## config.mk

```make
export PLATFORM = sky130hd
export DESIGN_NAME = video_frame_backlog_drop_policy_top
export DESIGN_NICKNAME = d
export VERILOG_FILES = /design/src/rtl/fvbd_pkg.sv /design/src/rtl/fvbd_cell.sv /design/src/rtl/fvbd_ctrl.sv /design/src/rtl/video_frame_backlog_drop_policy_top.sv
export SDC_FILE = /design/constraint.sdc
export NUM_CORES = 1
export LEC_CHECK = 0
export ABC_AREA = 1
export BUFFER_PORTS_ARGS = -buffer_cell sky130_fd_sc_hd__buf_2
export CAP_MARGIN = 40
export CELL_PAD_IN_SITES_DETAIL_PLACEMENT = 2
export CELL_PAD_IN_SITES_GLOBAL_PLACEMENT = 2
export CORE_UTILIZATION = 37
export CTS_CLUSTER_SIZE = 30
export DETAILED_ROUTE_END_ITERATION = 10
export HOLD_SLACK_MARGIN = 0.15
export PLACE_DENSITY = 0.79
export SKIP_CTS_REPAIR_TIMING = 1
export SLEW_MARGIN = 5
export SYNTH_ARGS = -nofsm -noshare
export SYNTH_HDL_FRONTEND = slang
export SYNTH_SLANG_ARGS = --single-unit
```

## constraint.sdc

```tcl
create_clock -name clk -period 7.6 [get_ports clk]
set_clock_uncertainty 0.2 [all_clocks]
set_input_delay 1.52 -clock clk [delete_from_list [all_inputs] [get_ports clk]]
set_output_delay 1.52 -clock clk [all_outputs]
set_load 0.01 [all_outputs]
```

## src/rtl/fvbd_pkg.sv

```systemverilog
// Shared types and constants for the video frame backlog with drop policy.
package fvbd_pkg;

    // One queued frame: key flag above the 32-bit timestamp
    typedef struct packed {
        logic        key;
        logic [31:0] pts;
    } slot_t;

    // Per-cycle command broadcast to every cell of the chain
    typedef struct packed {
        logic  shift_all;
        logic  shift_nk;
        logic  enq;
        slot_t inc;
    } cell_ctrl_t;

    typedef enum logic [2:0] {
        EV_QUEUED   = 3'd0,
        EV_BLOCKED  = 3'd1,
        EV_IN_DROP  = 3'd2,
        EV_EXPIRED  = 3'd3,
        EV_NK_DROP  = 3'd4,
        EV_OLD_DROP = 3'd5,
        EV_RENDERED = 3'd6,
        EV_EMPTY    = 3'd7
    } event_kind_t;

    localparam logic [1:0]  POLICY_NEVER = 2'd0;
    localparam logic        REG_POLICY   = 1'b0;
    localparam logic        REG_TOL      = 1'b1;
    localparam logic [15:0] TOL_RESET    = 16'd80;
    localparam logic        REQ_RENDER   = 1'b1;

endpackage

```

## src/rtl/fvbd_cell.sv

```systemverilog
// One queue slot of the frame chain: holds a frame, shifts toward the head.
module fvbd_cell #(
    parameter int DEPTH = 8,
    parameter int IDX   = 0,
    localparam int CW   = $clog2(DEPTH + 1)
) (
    input  logic                clk,
    input  logic [CW-1:0]       count,
    input  fvbd_pkg::cell_ctrl_t ctrl,
    input  fvbd_pkg::slot_t     right_slot,
    input  logic                seen_in,
    output fvbd_pkg::slot_t     slot,
    output logic                seen_out,
    output logic [31:0]         first_pts
);
    import fvbd_pkg::*;

    slot_t slot_reg;
    slot_t slot_next;
    logic  occupied;
    logic  nonkey;
    logic  shift;
    logic  load;

    // Flag occupancy and the first queued non-key frame along the chain
    assign occupied  = count > CW'(IDX);
    assign nonkey    = occupied & ~slot_reg.key;
    assign seen_out  = seen_in | nonkey;
    assign first_pts = (nonkey & ~seen_in) ? slot_reg.pts : 32'd0;

    // Take the neighbor's frame on a removal at or before this slot
    assign shift = ctrl.shift_all | (ctrl.shift_nk & seen_out);
    assign load  = ctrl.enq & (count == CW'(IDX));

    always_comb
    begin
        priority if (shift)
        begin
            slot_next = right_slot;
        end
        else if (load)
        begin
            slot_next = ctrl.inc;
        end
        else
        begin
            slot_next = slot_reg;
        end
    end

    always_ff @(posedge clk)
    begin
        slot_reg <= slot_next;
    end

    assign slot = slot_reg;

endmodule

```

## src/rtl/fvbd_ctrl.sv

```systemverilog
// Request sequencer: walks the drop policy, drives the cells, registers events.
module fvbd_ctrl #(
    parameter int DEPTH = 8,
    localparam int CW   = $clog2(DEPTH + 1)
) (
    input  logic                 clk,
    input  logic                 rst_n,
    input  logic                 s_tvalid,
    output logic                 s_tready,
    input  logic                 s_tuser,
    input  logic [71:0]          s_tdata,
    output logic                 m_tvalid,
    input  logic                 m_tready,
    output logic [2:0]           m_tuser,
    output logic [39:0]          m_tdata,
    output logic                 m_tlast,
    input  logic [1:0]           drop_policy,
    input  logic [15:0]          tolerance_ms,
    input  fvbd_pkg::slot_t      head,
    input  logic                 nonkey_any,
    input  logic [31:0]          first_nk_pts,
    output logic [CW-1:0]        count,
    output fvbd_pkg::cell_ctrl_t cell_ctrl
);
    import fvbd_pkg::*;

    typedef enum logic [5:0] {
        ST_IDLE   = 6'b000001,
        ST_PURGE  = 6'b000010,
        ST_PUSH   = 6'b000100,
        ST_ENQ    = 6'b001000,
        ST_RENDER = 6'b010000,
        ST_SPARE  = 6'b100000
    } state_t;

    state_t      state_reg, state_next;
    logic [CW-1:0] count_reg, count_next;
    logic        req_reg;
    slot_t       inc_reg;
    logic [31:0] now_reg;

    logic        out_valid_reg, out_valid_next;
    event_kind_t out_kind_reg;
    slot_t       out_slot_reg;
    logic [5:0]  out_cnt_reg;
    logic        out_last_reg;

    logic        emit_ok;
    logic        emit;
    event_kind_t ev_kind;
    slot_t       ev_slot;
    logic        ev_last;
    logic        catchup;
    logic        head_exp;
    logic        inc_exp;
    logic        full;

    function automatic logic expired(slot_t s, logic [31:0] now, logic [15:0] tol);
        logic [32:0] sum;
        sum = {1'b0, s.pts} + {17'd0, tol};
        return sum < {1'b0, now};
    endfunction

    assign catchup  = drop_policy[1];
    assign emit_ok  = ~out_valid_reg | m_tready;
    assign head_exp = (count_reg != '0) & ~head.key & expired(head, now_reg, tolerance_ms);
    assign inc_exp  = ~inc_reg.key & expired(inc_reg, now_reg, tolerance_ms);
    assign full     = count_reg >= CW'(DEPTH);
    assign s_tready = state_reg == ST_IDLE;

    // Sequence one request, registering each event while the output is free
    always_comb
    begin
        state_next          = state_reg;
        count_next          = count_reg;
        emit                = 1'b0;
        ev_kind             = EV_QUEUED;
        ev_slot             = inc_reg;
        ev_last             = 1'b0;
        cell_ctrl.shift_all = 1'b0;
        cell_ctrl.shift_nk  = 1'b0;
        cell_ctrl.enq       = 1'b0;
        cell_ctrl.inc       = inc_reg;
        unique case (state_reg)
            ST_IDLE:
            begin
                if (s_tvalid)
                begin
                    if (catchup)
                        state_next = ST_PURGE;
                    else if (s_tuser == REQ_RENDER)
                        state_next = ST_RENDER;
                    else
                        state_next = ST_PUSH;
                end
            end
            ST_PURGE:
            begin
                if (emit_ok)
                begin
                    priority if (head_exp)
                    begin
                        emit                = 1'b1;
                        ev_kind             = EV_EXPIRED;
                        ev_slot             = head;
                        cell_ctrl.shift_all = 1'b1;
                        count_next          = count_reg - 1'b1;
                    end
                    else if (req_reg == REQ_RENDER)
                    begin
                        state_next = ST_RENDER;
                    end
                    else if (inc_exp)
                    begin
                        emit       = 1'b1;
                        ev_kind    = EV_IN_DROP;
                        ev_last    = 1'b1;
                        state_next = ST_IDLE;
                    end
                    else
                    begin
                        state_next = ST_PUSH;
                    end
                end
            end
            ST_PUSH:
            begin
                if (emit_ok)
                begin
                    emit = 1'b1;
                    priority if (!full)
                    begin
                        cell_ctrl.enq = 1'b1;
                        count_next    = count_reg + 1'b1;
                        ev_last       = 1'b1;
                        state_next    = ST_IDLE;
                    end
                    else if (drop_policy == POLICY_NEVER)
                    begin
                        ev_kind    = EV_BLOCKED;
                        ev_last    = 1'b1;
                        state_next = ST_IDLE;
                    end
                    else if (nonkey_any)
                    begin
                        ev_kind            = EV_NK_DROP;
                        ev_slot            = '{key: 1'b0, pts: first_nk_pts};
                        cell_ctrl.shift_nk = 1'b1;
                        count_next         = count_reg - 1'b1;
                        state_next         = ST_ENQ;
                    end
                    else if (catchup)
                    begin
                        ev_kind    = EV_BLOCKED;
                        ev_last    = 1'b1;
                        state_next = ST_IDLE;
                    end
                    else if (!inc_reg.key)
                    begin
                        ev_kind    = EV_IN_DROP;
                        ev_last    = 1'b1;
                        state_next = ST_IDLE;
                    end
                    else
                    begin
                        ev_kind             = EV_OLD_DROP;
                        ev_slot             = head;
                        cell_ctrl.shift_all = 1'b1;
                        count_next          = count_reg - 1'b1;
                        state_next          = ST_ENQ;
                    end
                end
            end
            ST_ENQ:
            begin
                if (emit_ok)
                begin
                    emit          = 1'b1;
                    cell_ctrl.enq = 1'b1;
                    count_next    = count_reg + 1'b1;
                    ev_last       = 1'b1;
                    state_next    = ST_IDLE;
                end
            end
            ST_RENDER:
            begin
                if (emit_ok)
                begin
                    emit       = 1'b1;
                    ev_last    = 1'b1;
                    state_next = ST_IDLE;
                    if (count_reg == '0)
                    begin
                        ev_kind = EV_EMPTY;
                        ev_slot = '0;
                    end
                    else
                    begin
                        ev_kind             = EV_RENDERED;
                        ev_slot             = head;
                        cell_ctrl.shift_all = 1'b1;
                        count_next          = count_reg - 1'b1;
                    end
                end
            end
            default:
            begin
                state_next = ST_IDLE;
            end
        endcase
    end

    // Hold the output transaction until it is taken
    always_comb
    begin
        if (emit)
            out_valid_next = 1'b1;
        else if (m_tready)
            out_valid_next = 1'b0;
        else
            out_valid_next = out_valid_reg;
    end

    always_ff @(posedge clk or negedge rst_n)
    begin
        if (!rst_n)
        begin
            state_reg     <= ST_IDLE;
            count_reg     <= '0;
            out_valid_reg <= 1'b0;
        end
        else
        begin
            state_reg     <= state_next;
            count_reg     <= count_next;
            out_valid_reg <= out_valid_next;
        end
    end

    // Capture the request and the event payload
    always_ff @(posedge clk)
    begin
        if (s_tvalid && s_tready)
        begin
            req_reg     <= s_tuser;
            inc_reg.pts <= s_tdata[31:0];
            inc_reg.key <= s_tdata[32];
            now_reg     <= s_tdata[64:33];
        end
        if (emit)
        begin
            out_kind_reg <= ev_kind;
            out_slot_reg <= ev_slot;
            out_cnt_reg  <= 6'(count_next);
            out_last_reg <= ev_last;
        end
    end

    assign count    = count_reg;
    assign m_tvalid = out_valid_reg;
    assign m_tuser  = out_kind_reg;
    assign m_tdata  = {1'b0, out_cnt_reg, out_slot_reg.key, out_slot_reg.pts};
    assign m_tlast  = out_last_reg;

    a_count_bound: assert property (@(posedge clk) disable iff (!rst_n)
        count_reg <= CW'(DEPTH))
        else $error("backlog count beyond queue depth");

    a_enq_room: assert property (@(posedge clk) disable iff (!rst_n)
        state_reg == ST_ENQ |-> count_reg < CW'(DEPTH))
        else $error("enqueue after a drop found no free slot");

    a_expired_nonkey: assert property (@(posedge clk) disable iff (!rst_n)
        emit && ev_kind == EV_EXPIRED |-> !head.key && count_reg != '0)
        else $error("expired drop of a key frame or from an empty queue");

    a_last_ends: assert property (@(posedge clk) disable iff (!rst_n)
        emit && ev_last |=> state_reg == ST_IDLE)
        else $error("request continued after its final event");

endmodule

```

## src/rtl/video_frame_backlog_drop_policy_top.sv

```systemverilog
// The first event is registered from ST_PUSH or ST_RENDER, under catch-up policy from
// ST_PURGE or the state it then picks. Events leave through the output register, one per
// cycle while the output is free, plus an eventless decision step under catch-up policy.
// The next request is taken once the final event of the current one is registered.
// Reset: backlog count 0, drop_policy 0, tolerance_ms 80; slot contents not cleared.
module video_frame_backlog_drop_policy_top #(
    parameter int QUEUE_DEPTH = 8
) (
    input  logic        clk,
    input  logic        rst_n,
    input  logic        psel,
    input  logic        penable,
    input  logic        pwrite,
    input  logic [2:0]  paddr,
    input  logic [31:0] pwdata,
    output logic [31:0] prdata,
    output logic        pready,
    input  logic        s_tvalid,
    output logic        s_tready,
    input  logic        s_tuser,   // req_type
    input  logic [71:0] s_tdata,   // pts_ms[31:0], key_frame[32], now_ms[64:33], zero pad
    output logic        m_tvalid,
    input  logic        m_tready,
    output logic [2:0]  m_tuser,   // event_kind
    output logic [39:0] m_tdata,   // frame_pts[31:0], frame_is_key[32], backlog_count[38:33]
    output logic        m_tlast    // last_event
);
    import fvbd_pkg::*;

    localparam int CW = $clog2(QUEUE_DEPTH + 1);

    logic [1:0]  policy_reg;
    logic [15:0] tol_reg;
    logic        cfg_wr;

    logic [CW-1:0] count;
    cell_ctrl_t    cell_ctrl;
    slot_t         slots [QUEUE_DEPTH];
    slot_t         right [QUEUE_DEPTH];
    logic          seen  [QUEUE_DEPTH+1];
    logic [31:0]   fpts  [QUEUE_DEPTH];
    logic [31:0]   first_nk_pts;

    // Configuration registers
    assign pready = 1'b1;
    assign cfg_wr = psel & penable & pwrite & pready;

    always_ff @(posedge clk or negedge rst_n)
    begin
        if (!rst_n)
        begin
            policy_reg <= POLICY_NEVER;
            tol_reg    <= TOL_RESET;
        end
        else if (cfg_wr)
        begin
            if (paddr[2] == REG_POLICY)
                policy_reg <= pwdata[1:0];
            else
                tol_reg <= pwdata[15:0];
        end
    end

    assign prdata = (paddr[2] == REG_TOL) ? {16'd0, tol_reg} : {30'd0, policy_reg};

    // Chain of frame cells, head at index zero
    assign seen[0] = 1'b0;

    for (genvar i = 0; i < QUEUE_DEPTH; i++)
    begin : g_cell
        if (i == QUEUE_DEPTH - 1)
        begin : g_tail
            assign right[i] = '0;
        end
        else
        begin : g_mid
            assign right[i] = slots[i+1];
        end

        fvbd_cell #(
            .DEPTH (QUEUE_DEPTH),
            .IDX   (i)
        ) u_cell (
            .clk        (clk),
            .count      (count),
            .ctrl       (cell_ctrl),
            .right_slot (right[i]),
            .seen_in    (seen[i]),
            .slot       (slots[i]),
            .seen_out   (seen[i+1]),
            .first_pts  (fpts[i])
        );
    end

    // Gather the timestamp of the first queued non-key frame
    always_comb
    begin
        first_nk_pts = 32'd0;
        for (int i = 0; i < QUEUE_DEPTH; i++)
            first_nk_pts = first_nk_pts | fpts[i];
    end

    fvbd_ctrl #(
        .DEPTH (QUEUE_DEPTH)
    ) u_ctrl (
        .clk          (clk),
        .rst_n        (rst_n),
        .s_tvalid     (s_tvalid),
        .s_tready     (s_tready),
        .s_tuser      (s_tuser),
        .s_tdata      (s_tdata),
        .m_tvalid     (m_tvalid),
        .m_tready     (m_tready),
        .m_tuser      (m_tuser),
        .m_tdata      (m_tdata),
        .m_tlast      (m_tlast),
        .drop_policy  (policy_reg),
        .tolerance_ms (tol_reg),
        .head         (slots[0]),
        .nonkey_any   (seen[QUEUE_DEPTH]),
        .first_nk_pts (first_nk_pts),
        .count        (count),
        .cell_ctrl    (cell_ctrl)
    );

endmodule

```

# After elaboration in Yosys (flattened, before gate mapping)
# Cells that the tools add are included.
[totals] out_inout_bits=79 in_bits=115 reg_bits=400 elab_cells=262
[classes] bitwise=77 eq_ne=17 order_cmp=11 addsub=4 n_reduce_logical=17 muxes=106
[ops] cell="$mux 33" count=24
[ops] cell="$mux 32" count=8
[ops] cell="$or 32x32->32" count=7
[ops] cell="$pmux 33 s3" count=1
[ops] cell="$add 32x16->33" count=2
[ops] cell="$lt 33x32->1" count=2
[ops] cell="$mux 6" count=10
[ops] cell="$mux 4" count=12
[ops] cell="$and 1x1->1" count=36
[ops] cell="$mux 3" count=12
[ops] cell="$mux 1" count=26
[ops] cell="$pmux 6 s4" count=1
[ops] cell="$not 1->1" count=18
[ops] cell="$eq 4x3->1 const B" count=4
[ops] cell="$gt 4x3->1 const B" count=4
[ops] cell="$mux 16" count=1
[ops] cell="$or 1x1->1" count=16
[ops] cell="$pmux 4 s4" count=1
[ops] cell="$reduce_bool 2->1" count=8
[ops] cell="$mux 5" count=2
[ops] cell="$pmux 3 s3" count=1
[ops] cell="$eq 4x2->1 const B" count=2
[ops] cell="$gt 4x1->1 const B" count=2
[ops] cell="$gt 4x2->1 const B" count=2
[ops] cell="22 further kinds" count=30

# Depth between registers and ports, before layout
# Gate-level depths: netlist (run 1).
[depth] ltp_word=17 depth_mapped=34 ltp_nobuf=32

# By module
# A second synthesis (run 1) with hierarchy kept.
[unflattened] cells_unflattened=3449 hier_area_um2=26764.4
[modules_own_cells] mod="fvbd_ctrl" seq_area_each_um2=3464.6 area_each_um2=10531.4 n_inst=1 cells_each=1381
[modules_own_cells] mod="fvbd_cell (g_cell[3].u_cell)" seq_area_each_um2=991.0 area_each_um2=1850.5 n_inst=1 cells_each=220
[modules_own_cells] mod="fvbd_cell (g_cell[5].u_cell)" seq_area_each_um2=991.0 area_each_um2=1849.3 n_inst=1 cells_each=223
[modules_own_cells] mod="fvbd_cell (g_cell[1].u_cell)" seq_area_each_um2=991.0 area_each_um2=1816.7 n_inst=1 cells_each=221
[modules_own_cells] mod="fvbd_cell (g_cell[6].u_cell)" seq_area_each_um2=991.0 area_each_um2=1815.5 n_inst=1 cells_each=222
[modules_own_cells] mod="fvbd_cell (g_cell[4].u_cell)" seq_area_each_um2=991.0 area_each_um2=1806.7 n_inst=1 cells_each=223
[modules_own_cells] mod="fvbd_cell (g_cell[2].u_cell)" seq_area_each_um2=991.0 area_each_um2=1801.7 n_inst=1 cells_each=221
[modules_own_cells] mod="fvbd_cell (g_cell[0].u_cell)" seq_area_each_um2=991.0 area_each_um2=1796.7 n_inst=1 cells_each=221
[modules_own_cells] mod="fvbd_cell (g_cell[7].u_cell)" seq_area_each_um2=991.0 area_each_um2=1794.2 n_inst=1 cells_each=220
[modules_own_cells] mod="video_frame_backlog_drop_policy_top" seq_area_each_um2=452.9 area_each_um2=1701.6 n_inst=1 cells_each=297

# Least setup slack after synthesis (run 1)
# Ideal clock, no wire load.
[synth_timing] path_kind="reg2reg" from="register u_ctrl.inc_reg, in the netlist u_ctrl.cell_ctrl[1]" to="register u_ctrl.out_slot_reg, in the netlist u_ctrl.m_tdata[0] (enable)" required_time_ns=6.633 setup_slack_ns=1.683 setup_time_ns=0.767 arrival_time_ns=4.950 synth_period_minus_slack_ns=5.917 path_stages_with_launch=32 path_buffers=1 path_cell_list="edfxtp_1 clkbuf_1 inv_1 fa_1 o21ai_0 nand2_1 a21oi_1 nand2_1 nand2_1 nand3_1 nand2_1 nand2_1 nand2_1 nand2_1 o21ai_0 nand2_1 nor2_1 xor2_1 ha_1 nand3_1 nor3_1 nand2_1 nand2_1 nand2_1 nand2_1 nand2_1 nand2_1 nand2_1 nand3_1 nand2_1 nand2_1 o21ai_0"
[synth_via] elab_chain_cells=8
[synth_rtl] item="start: declaration" line_no="fvbd_ctrl.sv:39" text="slot_t inc_reg;"
[synth_rtl] item="$add 32x16->33" line_no="fvbd_ctrl.sv:60" text="sum = {1'b0, s.pts} + {17'd0, tol};"
[synth_rtl] item="$lt 33x32->1" line_no="fvbd_ctrl.sv:61" text="return sum < {1'b0, now};"
[synth_rtl] item="$and 1x1->1" line_no="fvbd_ctrl.sv:67" text="assign inc_exp = ~inc_reg.key & expired(inc_reg, now_reg, tolerance_ms);"
[synth_rtl] item="$mux 1" line_no="fvbd_ctrl.sv:113" text="else if (inc_exp)"
[synth_rtl] item="$mux 1" line_no="fvbd_ctrl.sv:109" text="else if (req_reg == REQ_RENDER)"
[synth_rtl] item="$mux 1" line_no="fvbd_ctrl.sv:101" text="priority if (head_exp)"
[synth_rtl] item="$mux 1" line_no="fvbd_ctrl.sv:99" text="if (emit_ok)"
[synth_rtl] item="$pmux 1 s2" line_no="fvbd_ctrl.sv:84" text="unique case (state_reg)"
[synth_rtl] item="named net u_ctrl.emit" line_no="fvbd_ctrl.sv:49" text="logic emit;"
[synth_rtl] item="end signal: assignment" line_no="fvbd_ctrl.sv:253" text="out_slot_reg <= ev_slot;"
[synth_rtl] item="end: declaration" line_no="fvbd_ctrl.sv:44" text="slot_t out_slot_reg;"
# The timed path passes the listed nets, and every way through them passes these cells.
# A chain may end at the register's enable or synchronous reset.

==> qor.csv, run 1 <==
metric,value,unit
outcome,completed,
post-synthesis sequential area ratio,0.453,
Worst EP required,7870,ps
TritonRoute pass-1 iters,5,
total power,11.2,mW
fin cells,4191,
final wirelength,115000,um
clock root buffer,clkbuf_16,
vertical die dimension,264,um
Worst setup SP type,register,
CTS clock-pin slew for the worst setup and hold paths,70,ps
critical path launch point,g_cell[0].u_cell.slot[2],
Place WS,746,ps
Hold Path Class,register to register,
Post-synth ARST share,0.0702,
Final Cycle Share,0.908,
Placer Congestion,0.898,
placed cells,4102,
final hold vios,0,
synthesized flop and latch total,399,
vias in the first global route,26744,
max-slew violation count,0,
post-synth top area share,0.400,
Post-synth EDFFs,338,
Worst Hold Launch,g_cell[3].u_cell.slot[17],
Max Clk Rate,145,MHz
DRC Markers,0,
CTS H-Tree Depth,2,
RSZ-0062 raised after global routing,no,
mapped cell area,0.0254,mm2
ANT cells,0,
Die Area,0.0697,mm2
crit path kind,register to register,
dominant cells by area after synthesis,"edfxtp_1 (40%), nand2_1 (16%), nand4_1 (6.7%), ha_1 (4.8%), inv_1 (3.8%)",
Longest Clk Path Bufs,3,
final core occ,0.423,
max reg flops,264,
Rows,95,
Post-Layout Inst Area,0.0286,mm2
nature of the critical path endpoint,register,
"Setup violations, final",0,
Slew headroom,0.273,
Die Width,264,um
Worst VDD drop,0.216,mV
Clock Sinks,399,
Least-Margin Pin Slew,1080,ps
DRT antenna net count,0,
total CTS buffers,48,
Synth area leader,edfxtp_1,
pwr dens,391,mW/mm2
area grow syn2layout,12.5,%
number of vias per cell,5.97,
dominant synthesized flop cell,edfxtp_1,
I/O pin total,194,
Post-Synthesis Cells,3227,
P_leak,12.6,nW
1st-iter DRT viols,2681,
final setup margin,701,ps
first-pass GRT wire length,171000,um
initial antenna violation count,1,
Final #Nets,3494,
starting density of the core,0.376,
crit path max fanout,80,
Wirelength per Cell,27.4,um
setup TNS,0,ps
yosys warns,0,
core area,0.0675,mm2
Crit path arrival time,7170,ps
layout cells sized above 1,0.109,
Post-DP Area,0.0270,mm2
I/O Buffers,148,
CTS tree,yes,
MaxCap Viol Count,0,
Worst R2R Start,g_cell[0].u_cell.slot[2],
largest net degree at the start of global routing,112,
clk_lat worst skew,630,ps
Post-Syn Area per Cell,7.87,um2
post-DP HPWL,80500,um
Overflow after GRT,0,
Period minus WS final,6900,ps
GRT Total Usage,0.324,
worst hold slack,345,ps
Yosys cell types,51,
routed via count,25010,
## area by class of cell
cell class / instances / area (um2)
fillers: 7722 / 38900
multi-input cells: 2350 / 12000
flip-flops and latches: 399 / 11500
repair buffers: 216 / 1420
clock buffers: 74 / 1410
well taps: 873 / 1090
inverters: 264 / 992
clock inverters: 15 / 174
## synthesized netlist by cell type (3+ instances only)
library cell	count
nand3b_1	4
inv_1	256
buf_6	9
nor3_1	21
xnor2_1	15
nand4_1	273
nor2_1	217
buf_1	22
dfrtp_1	25
a21o_1	3
nand2_1	1115
nand3_2	11
clkbuf_1	87
o211ai_1	32
mux2_2	14
buf_2	87
a21oi_1	173
dfxtp_1	33
nand2_2	10
dfstp_2	3
ha_1	98
o21ai_0	87
xor2_1	46
buf_4	27
o22ai_1	3
a31oi_1	4
nand3_1	153
a22oi_1	6
a211oi_1	4
nor4_1	11
o2111ai_1	4
edfxtp_1	338
inv_2	5
nor2_4	4
## cell families (layout without fill, tap and decap cells)
group           Yosys count  count (layout)  synth area share
compound gates          330             330            0.0720
simple gates           1825            1825             0.313
buf+inv                 496             569            0.0843
fa+ha+maj               100             100            0.0499
other cells               2              20          0.000296
xor+xnor                 61              61            0.0210
flops                   399             399             0.453
mux                      14              14           0.00621
## where the power goes
group	internal [mW]	total [mW]	switching [mW]	leakage, nW
clock network	1.35	2.38	1.03	0.772
registers	3.21	3.80	0.588	3.70
logic	1.45	4.98	3.53	8.12
total	6.02	11.2	5.14	12.6
## path summary, 6_finish.rpt
check / to / slack (ps) / cells after the start
worst max-delay path: g_cell[6].u_cell.slot[24] / 700 / 27
worst min-delay path: g_cell[2].u_cell.slot[17] / 350 / 2
worst max register to register: g_cell[6].u_cell.slot[24] / 700 / 27
worst min register to register: g_cell[2].u_cell.slot[17] / 350 / 2
max in group asynchronous: u_ctrl.count[3] / 5870 / 1
min in group asynchronous: tol_reg[5] / 810 / 1
## worst max-delay path, cell delays in order, from the launching register on
cell	delay, ps
edfxtp_1	550
ha_1	420
nand2_1	70
nor2_1	90
a211oi_1	70
o21ai_0	350
a21oi_1	210
o21ai_0	550
a21oi_1	240
nor2_1	310
xor2_1	180
ha_1	340
nand4_1	160
a31oi_1	220
nor2_1	60
nand2_1	90
nand2_1	60
nand2_1	70
nand2_1	50
nand2_1	70
nand2_1	250
nand3_2	200
nand2_1	100
nand2_4	250
buf_4	430
buf_4	740
nand4_1	180
nand2_1	190
## layout by cell type (no fill, tap or decap), types with 55 or more instances in the layout
master	count
nand2_1	1114
edfxtp_1	338
nand4_1	273
inv_1	255
nor2_1	212
a21oi_1	173
nand3_1	151
buf_2	149
ha_1	98
o21ai_0	86
buf_4	55
## per-layer routing
layer / up-vias / global-route usage / routed length (um)
met5: - / 0 / 0
met4: 0 / 0.102 / 3150
met1: 12795 / 0.443 / 50000
met2: 1032 / 0.526 / 53200
met3: 213 / 0.0474 / 8530
li1: 10970 / - / -
Note: power is estimated with default switching activity, not from simulation.
==> inputs of run 2 (changes only) <==
--- a/config.mk
+++ b/config.mk
@@ -10,11 +10,11 @@
 export CAP_MARGIN = 40
 export CELL_PAD_IN_SITES_DETAIL_PLACEMENT = 2
 export CELL_PAD_IN_SITES_GLOBAL_PLACEMENT = 2
-export CORE_UTILIZATION = 37
+export CORE_UTILIZATION = 39
 export CTS_CLUSTER_SIZE = 30
 export DETAILED_ROUTE_END_ITERATION = 10
 export HOLD_SLACK_MARGIN = 0.15
-export PLACE_DENSITY = 0.79
+export PLACE_DENSITY = 0.83
 export SKIP_CTS_REPAIR_TIMING = 1
 export SLEW_MARGIN = 5
 export SYNTH_ARGS = -nofsm -noshare
==> constraint.sdc (replaced) <==
create_clock -name clk -period 8.1 [get_ports clk]
set_clock_uncertainty 0.2 [all_clocks]
set_input_delay 1.62 -clock clk [delete_from_list [all_inputs] [get_ports clk]]
set_output_delay 1.62 -clock clk [all_outputs]
set_load 0.01 [all_outputs]
==> qor.csv, run 2 (synthesis results as in run 1) <==
metric,value,unit
Crit path arrival time,7200,ps
Worst setup SP type,register,
total CTS buffers,49,
starting density of the core,0.395,
I/O Buffers,148,
pwr dens,369,mW/mm2
Max Clk Rate,140,MHz
vias in the first global route,27547,
Clock Sinks,399,
"most common cell after layout, fill and taps aside",nand2_1,
number of vias per cell,6.08,
"Setup violations, final",0,
routed wl met3,9510,um
first-pass GRT wire length,175000,um
critical path launch point,g_cell[0].u_cell.slot[2],
top routing layer used,met5,
core area,0.0643,mm2
Final Cycle Share,0.883,
max-slew violation count,0,
Final #Nets,3493,
GRT Total Usage,0.350,
1st-iter DRT viols,2464,
Overflow after GRT,0,
CTS clock-pin slew for the worst setup and hold paths,60,ps
initial antenna violation count,3,
Rows,93,
MaxCap Viol Count,0,
Worst VDD drop,0.162,mV
crit path max fanout,78,
nature of the critical path endpoint,register,
Placer Congestion,0.934,
Worst EP required,8150,ps
clk_lat worst skew,620,ps
Die Width,257,um
clock root buffer,clkbuf_16,
Worst Hold Launch,g_cell[7].u_cell.slot[9],
"commonest cells after routing, fill and taps aside","nand2_1 (1,114), edfxtp_1 (338), nand4_1 (273), inv_1 (256), nor2_1 (212)",
crit path kind,register to register,
final hold vios,0,
P_leak,12.6,nW
met2 WL post-DR,54900,um
final wirelength,118000,um
Die Area,0.0661,mm2
I/O pin total,194,
outcome,completed,
DRC Markers,0,
routed via count,25381,
setup TNS,0,ps
RSZ-0062 raised after global routing,no,
largest net degree at the start of global routing,120,
layout cells sized above 1,0.108,
WL met1,49400,um
fin cells,4172,
vertical die dimension,257,um
TritonRoute pass-1 iters,5,
CTS tree,yes,
Longest Clk Path Bufs,3,
R2R Setup Slk,950,ps
Period minus WS final,7150,ps
DRT antenna net count,0,
Slew headroom,0.359,
placed cells,4081,
CTS H-Tree Depth,2,
post-DP HPWL,81700,um
ANT cells,0,
area grow syn2layout,12.5,%
Wirelength per Cell,28.2,um
Hold Path Class,register to register,
max reg flops,264,
Worst R2R Start,g_cell[0].u_cell.slot[2],
Least-Margin Pin Slew,961,ps
[run 2: changes by cell type in the layout (fill, tap and decap cells not counted), sizes merged]
cell | previous run | this run
clkbuf | 74 | 70
buf | 216 | 213
clkinvlp | 2 | 1
clkinv | 12 | 19
[run 2: worst paths after layout]
path | endpoint | cells past startpoint
worst min register to register | g_cell[6].u_cell.slot[9] | 2
min in group asynchronous | tol_reg[8] | 1
worst max register to register | g_cell[1].u_cell.slot[27] | 27
worst min-delay path | g_cell[6].u_cell.slot[9] | 2
max in group asynchronous | u_ctrl.count[0] | 1
worst max-delay path | g_cell[1].u_cell.slot[27] | 27
[run 2: area by class of cell]
cell class / count / area, um2
Fill cell: 7215 / 35800
Multi-Input combinational cell: 2350 / 12000
Sequential cell: 399 / 11500
Timing Repair Buffer: 214 / 1460
Clock buffer: 69 / 1390
Tap cell: 855 / 1070
Inverter: 264 / 992
Clock inverter: 21 / 180
[run 2: power breakdown]
| group | internal (mW) | switching, mW |
|---|---|---|
| combinational | 1.36 | 3.40 |
| clock | 1.26 | 0.973 |
| sequential | 3.01 | 0.544 |
[run 2: stage by stage]
step / power [mW] / hold slack, ps / cell area (um2) / setup WS, ps / util
finish: 10.6 / 349 / 28600 / 951 / 0.444
global route: 11.0 / 373 / 28600 / 681 / 0.444
CTS: 10.5 / 350 / 28600 / 1030 / 0.444
detailed placement: 8.15 / 332 / 27000 / 1080 / 0.419
global placement: 7.70 / 315 / 26700 / 1190 / 0.414
floorplan: 6.20 / 275 / 25500 / 2180 / -
[run 2: worst max-delay path, stage by stage (launching register included)]
cell      delay [ps]
edfxtp_1         490
ha_1             400
nand2_1           80
nor2_1            90
a211oi_1          80
o21ai_0          480
a21oi_1          240
o21ai_0          600
a21oi_1          250
nor2_1           260
nand2_1          110
xor2_1           220
inv_1             80
ha_1             270
inv_1             90
nor3_1            70
a211oi_1         190
nand2_1           90
nand2_1           70
nand2_1          100
nand2_1          340
nand3_2          160
nand2_1          140
nand2_4          300
buf_4            370
buf_16           260
nand4_1          140
buf_4            500
[run 2: per-layer routing]
metal | track usage | vias up
li1 | - | 10973
met2 | 0.573 | 1138
met4 | 0.121 | 4
met1 | 0.463 | 13007
met5 | 0 | -
met3 | 0.0628 | 259
